$ cat src/rc_pwm_pulse_decoder_assert.svh
// Assertion macros for the RC pulse decoder.
`ifndef RC_PWM_PULSE_DECODER_ASSERT_SVH
`define RC_PWM_PULSE_DECODER_ASSERT_SVH

// Same-cycle implication.
`define RCPD_ASSERT_IMP(label, clk, rst, ante, cons) \
  label: assert property (@(posedge clk) disable iff (rst) (ante) |-> (cons)) \
    else $error("rcpd assertion failed");

// Next-cycle implication.
`define RCPD_ASSERT_NXT(label, clk, rst, ante, cons) \
  label: assert property (@(posedge clk) disable iff (rst) (ante) |=> (cons)) \
    else $error("rcpd assertion failed");

`endif

$ cat src/rcpd_pkg.sv
// Shared types and constants of the RC pulse decoder.
package rcpd_pkg;

  localparam int CAP_W      = 32;
  localparam int HALF_CAP_W = 16;
  localparam int UPT_W      = 24;
  localparam int US_W       = 16;
  localparam int OUT_W      = 17;
  localparam int CFG_IDX_W  = 3;
  localparam int CFG_DATA_W = 24;
  localparam int PROD_W     = CAP_W + UPT_W;
  localparam int FRAC_W     = 16;
  localparam int DVD_W      = 33;
  localparam int DVS_W      = 16;
  localparam int DIV_CNT_W  = 6;
  localparam logic [DIV_CNT_W-1:0] DIV_STEPS = 6'd33;

  localparam logic             RST_WIDE_COUNTER = 1'b1;
  localparam logic [UPT_W-1:0] RST_US_PER_TICK  = 24'd65536;
  localparam logic [US_W-1:0]  RST_PERIOD       = 16'd20000;
  localparam logic [US_W-1:0]  RST_NEUTRAL      = 16'd1500;
  localparam logic [US_W-1:0]  RST_FULL_FWD     = 16'd2000;
  localparam logic [US_W-1:0]  RST_FULL_REV     = 16'd1000;
  localparam logic [US_W-1:0]  RST_FWD_MAG      = 16'd100;
  localparam logic [US_W-1:0]  RST_REV_MAG      = 16'd100;

  typedef enum logic [CFG_IDX_W-1:0] {
    CFG_WIDE_COUNTER = 3'd0,
    CFG_US_PER_TICK  = 3'd1,
    CFG_PERIOD       = 3'd2,
    CFG_NEUTRAL      = 3'd3,
    CFG_FULL_FWD     = 3'd4,
    CFG_FULL_REV     = 3'd5,
    CFG_FWD_MAG      = 3'd6,
    CFG_REV_MAG      = 3'd7
  } cfg_idx_t;

  typedef struct packed {
    logic             wide_counter;
    logic [UPT_W-1:0] us_per_tick;
    logic [US_W-1:0]  signal_period_us;
    logic [US_W-1:0]  neutral_us;
    logic [US_W-1:0]  full_forward_us;
    logic [US_W-1:0]  full_reverse_us;
    logic [US_W-1:0]  forward_magnitude;
    logic [US_W-1:0]  reverse_magnitude;
  } cfg_t;

  typedef struct packed {
    logic             start;
    logic [DVD_W-1:0] dividend;
    logic [DVS_W-1:0] divisor;
  } div_req_t;

  typedef struct packed {
    logic             done;
    logic [DVD_W-1:0] quotient;
  } div_rsp_t;

  typedef enum logic [7:0] {
    S_IDLE  = 8'b0000_0001,
    S_DIFF  = 8'b0000_0010,
    S_MUL1  = 8'b0000_0100,
    S_FOLD  = 8'b0000_1000,
    S_RANGE = 8'b0001_0000,
    S_MUL2  = 8'b0010_0000,
    S_DIV   = 8'b0100_0000,
    S_LOAD  = 8'b1000_0000
  } state_t;

endpackage

$ cat src/rcpd_if.sv
// Capture and result channel interfaces.
interface rcpd_capture_if;
  logic                       valid;
  logic                       ready;
  logic [rcpd_pkg::CAP_W-1:0] capture_time;
  modport source (output valid, output capture_time, input ready);
  modport sink   (input valid, input capture_time, output ready);
endinterface

interface rcpd_result_if;
  logic                              valid;
  logic                              ready;
  logic signed [rcpd_pkg::OUT_W-1:0] pulse_width_us;
  logic signed [rcpd_pkg::OUT_W-1:0] command_value;
  logic                              range_error;
  modport source (output valid, output pulse_width_us, output command_value,
                  output range_error, input ready);
  modport sink   (input valid, input pulse_width_us, input command_value,
                  input range_error, output ready);
endinterface

$ cat src/rcpd_div.sv
// Radix-2 restoring divider, one quotient bit per cycle.
module rcpd_div (
  input  logic               clk,
  input  logic               rst,
  input  rcpd_pkg::div_req_t req,
  output rcpd_pkg::div_rsp_t rsp
);

  logic [rcpd_pkg::DVS_W-1:0]     rem;
  logic [rcpd_pkg::DVD_W-1:0]     quo;
  logic [rcpd_pkg::DVS_W-1:0]     dvs;
  logic [rcpd_pkg::DIV_CNT_W-1:0] cnt;
  logic                           busy;
  logic                           done;
  logic [rcpd_pkg::DVS_W:0]       shifted;
  logic                           ge;

  assign shifted = {rem, quo[rcpd_pkg::DVD_W-1]};
  assign ge      = shifted >= {1'b0, dvs};

  always_ff @(posedge clk) begin
    if (rst) begin
      busy <= 1'b0;
      done <= 1'b0;
      cnt  <= '0;
    end else begin
      done <= !req.start && busy && (cnt == 6'd1);
      if (req.start) begin
        busy <= 1'b1;
        cnt  <= rcpd_pkg::DIV_STEPS;
      end else if (busy) begin
        cnt <= cnt - 1'b1;
        if (cnt == 6'd1) begin
          busy <= 1'b0;
        end
      end
    end
  end

  always_ff @(posedge clk) begin
    if (req.start) begin
      rem <= '0;
      quo <= req.dividend;
      dvs <= req.divisor;
    end else if (busy) begin
      rem <= ge ? rcpd_pkg::DVS_W'(shifted - {1'b0, dvs}) : shifted[rcpd_pkg::DVS_W-1:0];
      quo <= {quo[rcpd_pkg::DVD_W-2:0], ge};
    end
  end

  assign rsp.done     = done;
  assign rsp.quotient = quo;

endmodule

$ cat src/rcpd_core.sv
// Sequencer, shared multiplier and result register of the pulse decoder.
`include "rc_pwm_pulse_decoder_assert.svh"

module rcpd_core (
  input  logic                   clk,
  input  logic                   rst,
  input  rcpd_pkg::cfg_t         cfg,
  rcpd_capture_if.sink           capture,
  rcpd_result_if.source          result,
  output rcpd_pkg::div_req_t     div_req,
  input  rcpd_pkg::div_rsp_t     div_rsp
);

  rcpd_pkg::state_t state;

  logic                        awaiting_first;
  logic [rcpd_pkg::CAP_W-1:0]  first_time;
  logic [rcpd_pkg::CAP_W-1:0]  t_cap;
  logic [rcpd_pkg::CAP_W-1:0]  op_a;
  logic [rcpd_pkg::UPT_W-1:0]  op_b;
  logic [rcpd_pkg::PROD_W-1:0] prod;
  logic signed [16:0]          width;
  logic [rcpd_pkg::DVS_W-1:0]  divisor;
  logic [rcpd_pkg::US_W-1:0]   mag;
  logic                        reverse;
  logic                        err;
  logic signed [16:0]          cmd;
  logic                        div_start;

  logic [rcpd_pkg::CAP_W-1:0] mask;
  logic [rcpd_pkg::CAP_W-1:0] t_masked;
  logic                       accept;
  logic [rcpd_pkg::US_W-1:0]  us_sat;
  logic signed [16:0]         width_next;
  logic signed [17:0]         centred;
  logic [17:0]                centred_abs;
  logic signed [16:0]         range_sel;
  logic                       range_bad;
  logic [rcpd_pkg::US_W-1:0]  cap_mag;
  logic                       load;

  assign mask     = cfg.wide_counter ? {rcpd_pkg::CAP_W{1'b1}}
                                     : {{rcpd_pkg::HALF_CAP_W{1'b0}},
                                        {rcpd_pkg::HALF_CAP_W{1'b1}}};
  assign t_masked = capture.capture_time & mask;
  assign capture.ready = (state == rcpd_pkg::S_IDLE);
  assign accept   = capture.valid && capture.ready;

  assign us_sat = (prod[rcpd_pkg::PROD_W-1:rcpd_pkg::CAP_W] != '0) ? 16'hffff
                  : prod[rcpd_pkg::FRAC_W+rcpd_pkg::US_W-1:rcpd_pkg::FRAC_W];
  assign width_next = (us_sat > {1'b0, cfg.signal_period_us[15:1]})
                      ? $signed({1'b0, cfg.signal_period_us} - {1'b0, us_sat})
                      : $signed({1'b0, us_sat});

  assign centred     = $signed({width[16], width}) - $signed({2'b00, cfg.neutral_us});
  assign centred_abs = centred[17] ? 18'(-centred) : 18'(centred);
  assign range_sel   = centred[17]
                       ? $signed({1'b0, cfg.neutral_us} - {1'b0, cfg.full_reverse_us})
                       : $signed({1'b0, cfg.full_forward_us} - {1'b0, cfg.neutral_us});
  assign range_bad   = range_sel[16] || (range_sel == '0);

  assign cap_mag = (div_rsp.quotient > {17'b0, mag}) ? mag
                   : div_rsp.quotient[rcpd_pkg::US_W-1:0];

  assign load = (state == rcpd_pkg::S_LOAD) && (!result.valid || result.ready);

  assign div_req.start    = div_start;
  assign div_req.dividend = prod[rcpd_pkg::DVD_W-1:0];
  assign div_req.divisor  = divisor;

  always_ff @(posedge clk) begin
    if (rst) begin
      state          <= rcpd_pkg::S_IDLE;
      awaiting_first <= 1'b1;
      first_time     <= '0;
      div_start      <= 1'b0;
      result.valid   <= 1'b0;
    end else begin
      div_start <= 1'b0;
      if (load) begin
        result.valid <= 1'b1;
      end else if (result.ready) begin
        result.valid <= 1'b0;
      end
      unique case (state)
        rcpd_pkg::S_IDLE: begin
          if (accept) begin
            awaiting_first <= !awaiting_first;
            if (awaiting_first) begin
              first_time <= t_masked;
            end else begin
              state <= rcpd_pkg::S_DIFF;
            end
          end
        end
        rcpd_pkg::S_DIFF:  state <= rcpd_pkg::S_MUL1;
        rcpd_pkg::S_MUL1:  state <= rcpd_pkg::S_FOLD;
        rcpd_pkg::S_FOLD:  state <= rcpd_pkg::S_RANGE;
        rcpd_pkg::S_RANGE: state <= range_bad ? rcpd_pkg::S_LOAD : rcpd_pkg::S_MUL2;
        rcpd_pkg::S_MUL2: begin
          state     <= rcpd_pkg::S_DIV;
          div_start <= 1'b1;
        end
        rcpd_pkg::S_DIV: begin
          if (div_rsp.done) begin
            state <= rcpd_pkg::S_LOAD;
          end
        end
        rcpd_pkg::S_LOAD: begin
          if (load) begin
            state <= rcpd_pkg::S_IDLE;
          end
        end
        default: state <= rcpd_pkg::S_IDLE;
      endcase
    end
  end

  // datapath
  always_ff @(posedge clk) begin
    if (accept) begin
      t_cap <= t_masked;
    end
    if (state == rcpd_pkg::S_DIFF) begin
      op_a <= (t_cap - (first_time & mask)) & mask;
      op_b <= cfg.us_per_tick;
    end
    if (state == rcpd_pkg::S_MUL1 || state == rcpd_pkg::S_MUL2) begin
      prod <= op_a * op_b;
    end
    if (state == rcpd_pkg::S_FOLD) begin
      width <= width_next;
    end
    if (state == rcpd_pkg::S_RANGE) begin
      op_a    <= {14'b0, centred_abs};
      op_b    <= {8'b0, centred[17] ? cfg.reverse_magnitude : cfg.forward_magnitude};
      mag     <= centred[17] ? cfg.reverse_magnitude : cfg.forward_magnitude;
      reverse <= centred[17];
      divisor <= range_sel[rcpd_pkg::DVS_W-1:0];
      err     <= range_bad;
      if (range_bad) begin
        cmd <= '0;
      end
    end
    if (state == rcpd_pkg::S_DIV && div_rsp.done) begin
      cmd <= reverse ? $signed(-{1'b0, cap_mag}) : $signed({1'b0, cap_mag});
    end
    if (load) begin
      result.pulse_width_us <= width;
      result.command_value  <= cmd;
      result.range_error    <= err;
    end
  end

  `RCPD_ASSERT_IMP(a_err_zero_cmd, clk, rst, result.valid && result.range_error, result.command_value == '0)
  `RCPD_ASSERT_IMP(a_fwd_cap, clk, rst, result.valid && !result.command_value[16], result.command_value[15:0] <= cfg.forward_magnitude)
  `RCPD_ASSERT_IMP(a_div_done_state, clk, rst, div_rsp.done, state == rcpd_pkg::S_DIV)
  `RCPD_ASSERT_NXT(a_first_stored, clk, rst, accept && awaiting_first, !awaiting_first && state == rcpd_pkg::S_IDLE)

endmodule

$ cat src/rc_pwm_pulse_decoder.sv
// RC pulse decoder top level: configuration registers and unit wiring.
//
// Usage:
//  capture: timer capture values, valid/ready; a transfer happens when both
//    are high. Captures are taken in pairs; the first of a pair is stored and
//    gives no result, the second gives one result on the result channel.
//  result: pulse_width_us, command_value, range_error, valid/ready.
//  cfg_wr_en/cfg_index/cfg_wdata: register write port, one write per cycle;
//    the user, not the block, keeps them to when no capture pair is in flight.
//  Sequence: the first capture of a pair is stored in the idle state. The
//    second passes through DIFF, MUL1, FOLD, RANGE, MUL2, DIV and LOAD (from
//    RANGE straight to LOAD when the range is not positive), using one
//    shared multiplier twice and a 33-step radix-2 divider. capture.ready is
//    low from the second transfer until the result is loaded.
//  Reset: the configuration registers return to their defaults and the next
//    capture is the first of a pair.
//  Stall: a result waits in the output register; the next first capture is
//    still taken, and a second one waits in the load step until the result
//    is transferred.
module rc_pwm_pulse_decoder (
  input  logic                               clk,
  input  logic                               rst,
  input  logic                               cfg_wr_en,
  input  logic [rcpd_pkg::CFG_IDX_W-1:0]     cfg_index,
  input  logic [rcpd_pkg::CFG_DATA_W-1:0]    cfg_wdata,
  rcpd_capture_if.sink                       capture,
  rcpd_result_if.source                      result
);

  rcpd_pkg::cfg_t     cfg;
  rcpd_pkg::div_req_t div_req;
  rcpd_pkg::div_rsp_t div_rsp;

  always_ff @(posedge clk) begin
    if (rst) begin
      cfg.wide_counter      <= rcpd_pkg::RST_WIDE_COUNTER;
      cfg.us_per_tick       <= rcpd_pkg::RST_US_PER_TICK;
      cfg.signal_period_us  <= rcpd_pkg::RST_PERIOD;
      cfg.neutral_us        <= rcpd_pkg::RST_NEUTRAL;
      cfg.full_forward_us   <= rcpd_pkg::RST_FULL_FWD;
      cfg.full_reverse_us   <= rcpd_pkg::RST_FULL_REV;
      cfg.forward_magnitude <= rcpd_pkg::RST_FWD_MAG;
      cfg.reverse_magnitude <= rcpd_pkg::RST_REV_MAG;
    end else if (cfg_wr_en) begin
      unique case (rcpd_pkg::cfg_idx_t'(cfg_index))
        rcpd_pkg::CFG_WIDE_COUNTER: cfg.wide_counter      <= cfg_wdata[0];
        rcpd_pkg::CFG_US_PER_TICK:  cfg.us_per_tick       <= cfg_wdata;
        rcpd_pkg::CFG_PERIOD:       cfg.signal_period_us  <= cfg_wdata[15:0];
        rcpd_pkg::CFG_NEUTRAL:      cfg.neutral_us        <= cfg_wdata[15:0];
        rcpd_pkg::CFG_FULL_FWD:     cfg.full_forward_us   <= cfg_wdata[15:0];
        rcpd_pkg::CFG_FULL_REV:     cfg.full_reverse_us   <= cfg_wdata[15:0];
        rcpd_pkg::CFG_FWD_MAG:      cfg.forward_magnitude <= cfg_wdata[15:0];
        rcpd_pkg::CFG_REV_MAG:      cfg.reverse_magnitude <= cfg_wdata[15:0];
        default: ;
      endcase
    end
  end

  rcpd_core u_core (
    .clk     (clk),
    .rst     (rst),
    .cfg     (cfg),
    .capture (capture),
    .result  (result),
    .div_req (div_req),
    .div_rsp (div_rsp)
  );

  rcpd_div u_div (
    .clk (clk),
    .rst (rst),
    .req (div_req),
    .rsp (div_rsp)
  );

endmodule

$ cat src/flat_wrapper.sv
// flat-port wrapper written by rule: the top's interface ports become plain ports
module rc_pwm_pulse_decoder_flat 
  (clk, rst, cfg_wr_en, cfg_index, cfg_wdata, capture_valid, capture_capture_time, capture_ready, result_valid, result_pulse_width_us, result_command_value, result_range_error, result_ready);
  rcpd_capture_if capture_i ();
  rcpd_result_if result_i ();
  input  logic clk;
  input  logic rst;
  input  logic cfg_wr_en;
  input  logic [rcpd_pkg::CFG_IDX_W-1:0] cfg_index;
  input  logic [rcpd_pkg::CFG_DATA_W-1:0] cfg_wdata;
  input wire logic [$bits(capture_i.valid)-1:0] capture_valid;
  input wire logic [$bits(capture_i.capture_time)-1:0] capture_capture_time;
  output wire logic [$bits(capture_i.ready)-1:0] capture_ready;
  output wire logic [$bits(result_i.valid)-1:0] result_valid;
  output wire logic [$bits(result_i.pulse_width_us)-1:0] result_pulse_width_us;
  output wire logic [$bits(result_i.command_value)-1:0] result_command_value;
  output wire logic [$bits(result_i.range_error)-1:0] result_range_error;
  input wire logic [$bits(result_i.ready)-1:0] result_ready;
  assign capture_i.valid = capture_valid;
  assign capture_i.capture_time = capture_capture_time;
  assign capture_ready = capture_i.ready;
  assign result_valid = result_i.valid;
  assign result_pulse_width_us = result_i.pulse_width_us;
  assign result_command_value = result_i.command_value;
  assign result_range_error = result_i.range_error;
  assign result_i.ready = result_ready;
  rc_pwm_pulse_decoder u_core (.clk(clk), .rst(rst), .cfg_wr_en(cfg_wr_en), .cfg_index(cfg_index), .cfg_wdata(cfg_wdata), .capture(capture_i), .result(result_i));
endmodule
$ cat config.mk
export PLATFORM = sky130hd
export DESIGN_NAME = rc_pwm_pulse_decoder_flat
export DESIGN_NICKNAME = d
export VERILOG_FILES = /design/src/rcpd_pkg.sv /design/src/rcpd_if.sv /design/src/rcpd_div.sv /design/src/rcpd_core.sv /design/src/rc_pwm_pulse_decoder.sv /design/src/flat_wrapper.sv
export VERILOG_INCLUDE_DIRS = /design/src /design/src/src
export SDC_FILE = /design/constraint.sdc
export NUM_CORES = 2
export LEC_CHECK = 0
export BUFFER_PORTS_ARGS = -buffer_cell sky130_fd_sc_hd__buf_4
export CAP_MARGIN = 0
export CORE_MARGIN = 3
export CORE_UTILIZATION = 55
export CTS_CLUSTER_SIZE = 30
export DETAILED_ROUTE_END_ITERATION = 6
export HOLD_SLACK_MARGIN = 0.02
export PLACE_DENSITY_LB_ADDON = 0.12
export SYNTH_ARGS = -nofsm -noshare
export SYNTH_HDL_FRONTEND = slang
export SYNTH_SLANG_ARGS = --single-unit
$ cat constraint.sdc
create_clock -name clk -period 15.06 [get_ports clk]
set_input_delay 2.259 -clock clk [delete_from_list [all_inputs] [get_ports clk]]
set_output_delay 2.259 -clock clk [all_outputs]
set_load 0.01 [all_outputs]
==> impl_results.md <==
* Outcome: finished clean
* WP data arrival at 8960 ps
* Worst-path fanout max at 18
* Area Overhead vs Synth at 7.40%
* Longest Clk Path Bufs at 3
* Final hold vios at 0
* Fraction of layout cells with a size suffix above 1 at 6.74%
* Count of mapped cells out of synthesis at ~5.3k
* CTS tree: yes
* Max-Cap Viols at 0
* Crit. End Element: register
* WL final at around 130,000 microns
* # nets final at roughly 6.3k
* Setup CP Type: reg -> reg
* Hold Startpoint: u_core.u_core.cmd[1]
* Achievable Freq at around 0.12 GHz
* Syn nets at between 6k and 7k
* Hold crit path type: reg -> reg
* Yosys reg bits at 484
* Routed WL per cell at between 20 and 25 microns
* Comb power frac at approximately 73%
* Synth unique cells at 86
* Post-Syn Area per Cell at ~9 sq um
* PD cells at 226 nW/um^2
* Design internal power at around 6000 uW
* GRT Resource Usage Total at 28.3%
* Root Buffer: clkbuf_16
* Die span in x at around 300 microns
* Most frequent cells in the layout: nand2_1 (915), inv_1 (872), fa_1 (664), and2_1 (423), ha_1 (328)
* Post-DP HPWL at ~95,000 microns
* Finished Cell Area at around 53,000 sq um
* Crit path from: u_core.u_core.op_b[5]
* Final period utilization at a little under three fifths
* Startpoint Class: register
* CTS buffer count at 51
* Setup tns final at 0 ps
* RSZ-0062 raised after global routing: false
* Vert. Die Dim at 304 microns
* H-tree depth at 2
* Placed Area at roughly 50,000 sq um
* Starting Density at a little under three fifths
* Vias in the first global route at 36.5k
* Post-CTS setup repair buffer count at 0
* First DRT Iteration DRCs at about 2.7k
* Num rows at roughly 110
* Max incr delay on CP at approximately 900 ps
* Port bufs at 100
* Cts repair resizes at 0
* Period minus WS final at between 8000 and 9000 ps
* Sw Share at approximately 49%
* Clock share of power at a little over a tenth
* Worst vdd ir at 0.503 mV
* Overflow left after global routing at 0
* Syn. warnings at 0
* Sw power at between 5000 and 6000 uW
* Fin. max-slew vios at 0
* # setup viols final at 0
* Ports at slightly above 100
* Clk Latency, worst-skew pair at between 600 and 700 ps
* P_leak at between 0.02 and 0.025 uW
* Die area at slightly above 90,000 sq um
* DRC at 0
* Required time worst endpoint at about 15,000 ps
* Post-synth EDFFs at around 270
* First-pass GRT wire length at around 210,000 microns
* Vias post-DR at about 36k
* Synth Flop Type: edfxtp_1
* Number of clock sinks at just under 500
* Sequential fraction of the synthesis area at 25.4%
* Gpl congestion at between 0.9 and 1
* Worst slew pin tran at 1290 ps
* Most common cell after layout, fill and taps aside: nand2_1
* Core area at 87,600 sq um
* Via/cell ratio at 5.61
* # hold bufs at CTS at 0
* Dpl ws at approximately 6600 ps
* Slew HR at between 10% and 20%
* Initial antenna violation count at 6
* Reg power frac at between 10% and 20%
* Critical R2R Launch: u_core.u_core.op_b[5]
* Critical path's most frequent cell: fa_1
* Worst setup margin at 6440 ps
* Diodes inserted at 0
* TritonRoute pass-1 iters at 5
* Largest net degree at the start of global routing at 78
* Post-route clock skew at between 20 and 30 ps
* Reg clk slew, reported paths at 60 ps
* Antenna-violating nets left at 0
* Post-Syn Area at approximately 50,000 sq um
* Async SR Flop Fraction at 0%
* Slowest CP cell: edfxtp_1
## worst max-delay path: cells and delay by family, from the launching register on
family / cells / cell delay, ps
AO/OA/AOI/OAI: 5 / 1420
adder cells (fa/ha/maj): 8 / 3880
buffers and inverters: 6 / 600
flip-flops: 1 / 900
multiplexers: 1 / 210
AND/OR/NAND/NOR: 5 / 1350
## through the flow
step	power, uW	util, %	std cells	hold WS [ps]
final	11900	60.1	6485	418
after detailed placement	10500	58.1	6389	405
after global placement	10500	58.1	6389	401
after CTS	11900	60.1	6485	415
after global routing	12900	60.1	6485	424
after floorplan	8170	-	5295	400
## registers in the layout, indices dropped and copies added, names as in the netlist, 17 cells and up
signal and cells:
u_core.u_core.op_b 24, u_core.u_core.op_a 32, u_core.u_core.result.pulse_width_us 17, u_core.u_div.quo 33, u_core.u_core.t_cap 32, u_core.cfg 121, u_core.u_core.cmd 17, u_core.u_core.prod 56
u_core.u_core.first_time 32, u_core.u_core.width 17, u_core.u_core.result.command_value 17
## final timing paths
kind	endpoint	slack [ps]	depth (start not counted)
hold / removal	u_core.u_core.result.command_value[1]	420	0
hold reg to reg	u_core.u_core.result.command_value[1]	420	0
setup reg to reg	u_core.u_core.prod[55]	6440	25
setup / recovery	u_core.u_core.prod[55]	6440	25
## synthesized netlist by cell type (all sizes together), types with 7 or more instances
cell type,count,area share [%]
buf,17,0.18
nand4,22,0.28
mux2i,28,0.57
ha,328,8.4
xor2,62,1.1
xnor2,115,2.1
dfxtp,210,8.6
nor3,46,0.49
inv,875,6.7
o21ai,106,1.1
fa,664,27
a221o,7,0.15
a21boi,7,0.11
o211ai,30,0.46
or2,18,0.23
o21a,32,0.49
nand2b,22,0.28
nand3,62,0.63
or3,16,0.20
a21oi,271,2.8
a211oi,25,0.41
nor4,24,0.32
clkbuf,218,1.7
o31ai,21,0.33
a31oi,21,0.27
nand2,915,7.0
o21bai,13,0.20
a21o,65,1.0
nor2b,31,0.40
a31o,9,0.16
and3,22,0.29
nor2,166,1.3
o311ai,10,0.18
and2,425,5.4
mux2,34,0.78
edfxtp,274,17
## kinds of logic after synthesis
kind of cell | share of synthesized area [%]
buffers and inverters | 8.56
adder cells (fa/ha/maj) | 35.5
XOR/XNOR | 3.17
multiplexers | 1.35
flip-flops | 25.4
AO/OA/AOI/OAI | 8.63
AND/OR/NAND/NOR | 17.4
## power by group through the flow
| stage | combinational [uW] | sequential (uW) | clock (uW) |
|---|---|---|---|
| after floorplan | 6260 | 1910 | 0 |
| after global placement | 8560 | 1940 | 0 |
| after detailed placement | 8560 | 1940 | 0 |
| after CTS | 8660 | 1920 | 1320 |
| after global routing | 9630 | 1930 | 1370 |
| final | 8670 | 1920 | 1300 |
## routing by layer
metal	routed length [microns]	global-route usage, %	share of wire (%)	vias to the layer above
met2	59500	44.8	46	1190
met1	57100	40.9	44	18152
met4	3820	7.76	2.9	2
li1	-	-	-	16768
met3	9350	3.84	7.2	237
met5	13	0	0.010	-
## final cells by class
cell class / count / area (sq um)
flip-flops and latches: 484 / 12400
well taps: 1155 / 1450
clock buffers: 67 / 1430
fillers: 7672 / 35000
clock inverters: 29 / 304
inverters: 876 / 3290
repair buffers: 174 / 1310
multi-input cells: 3700 / 32400
Note: power is estimated with default switching activity, not from simulation.
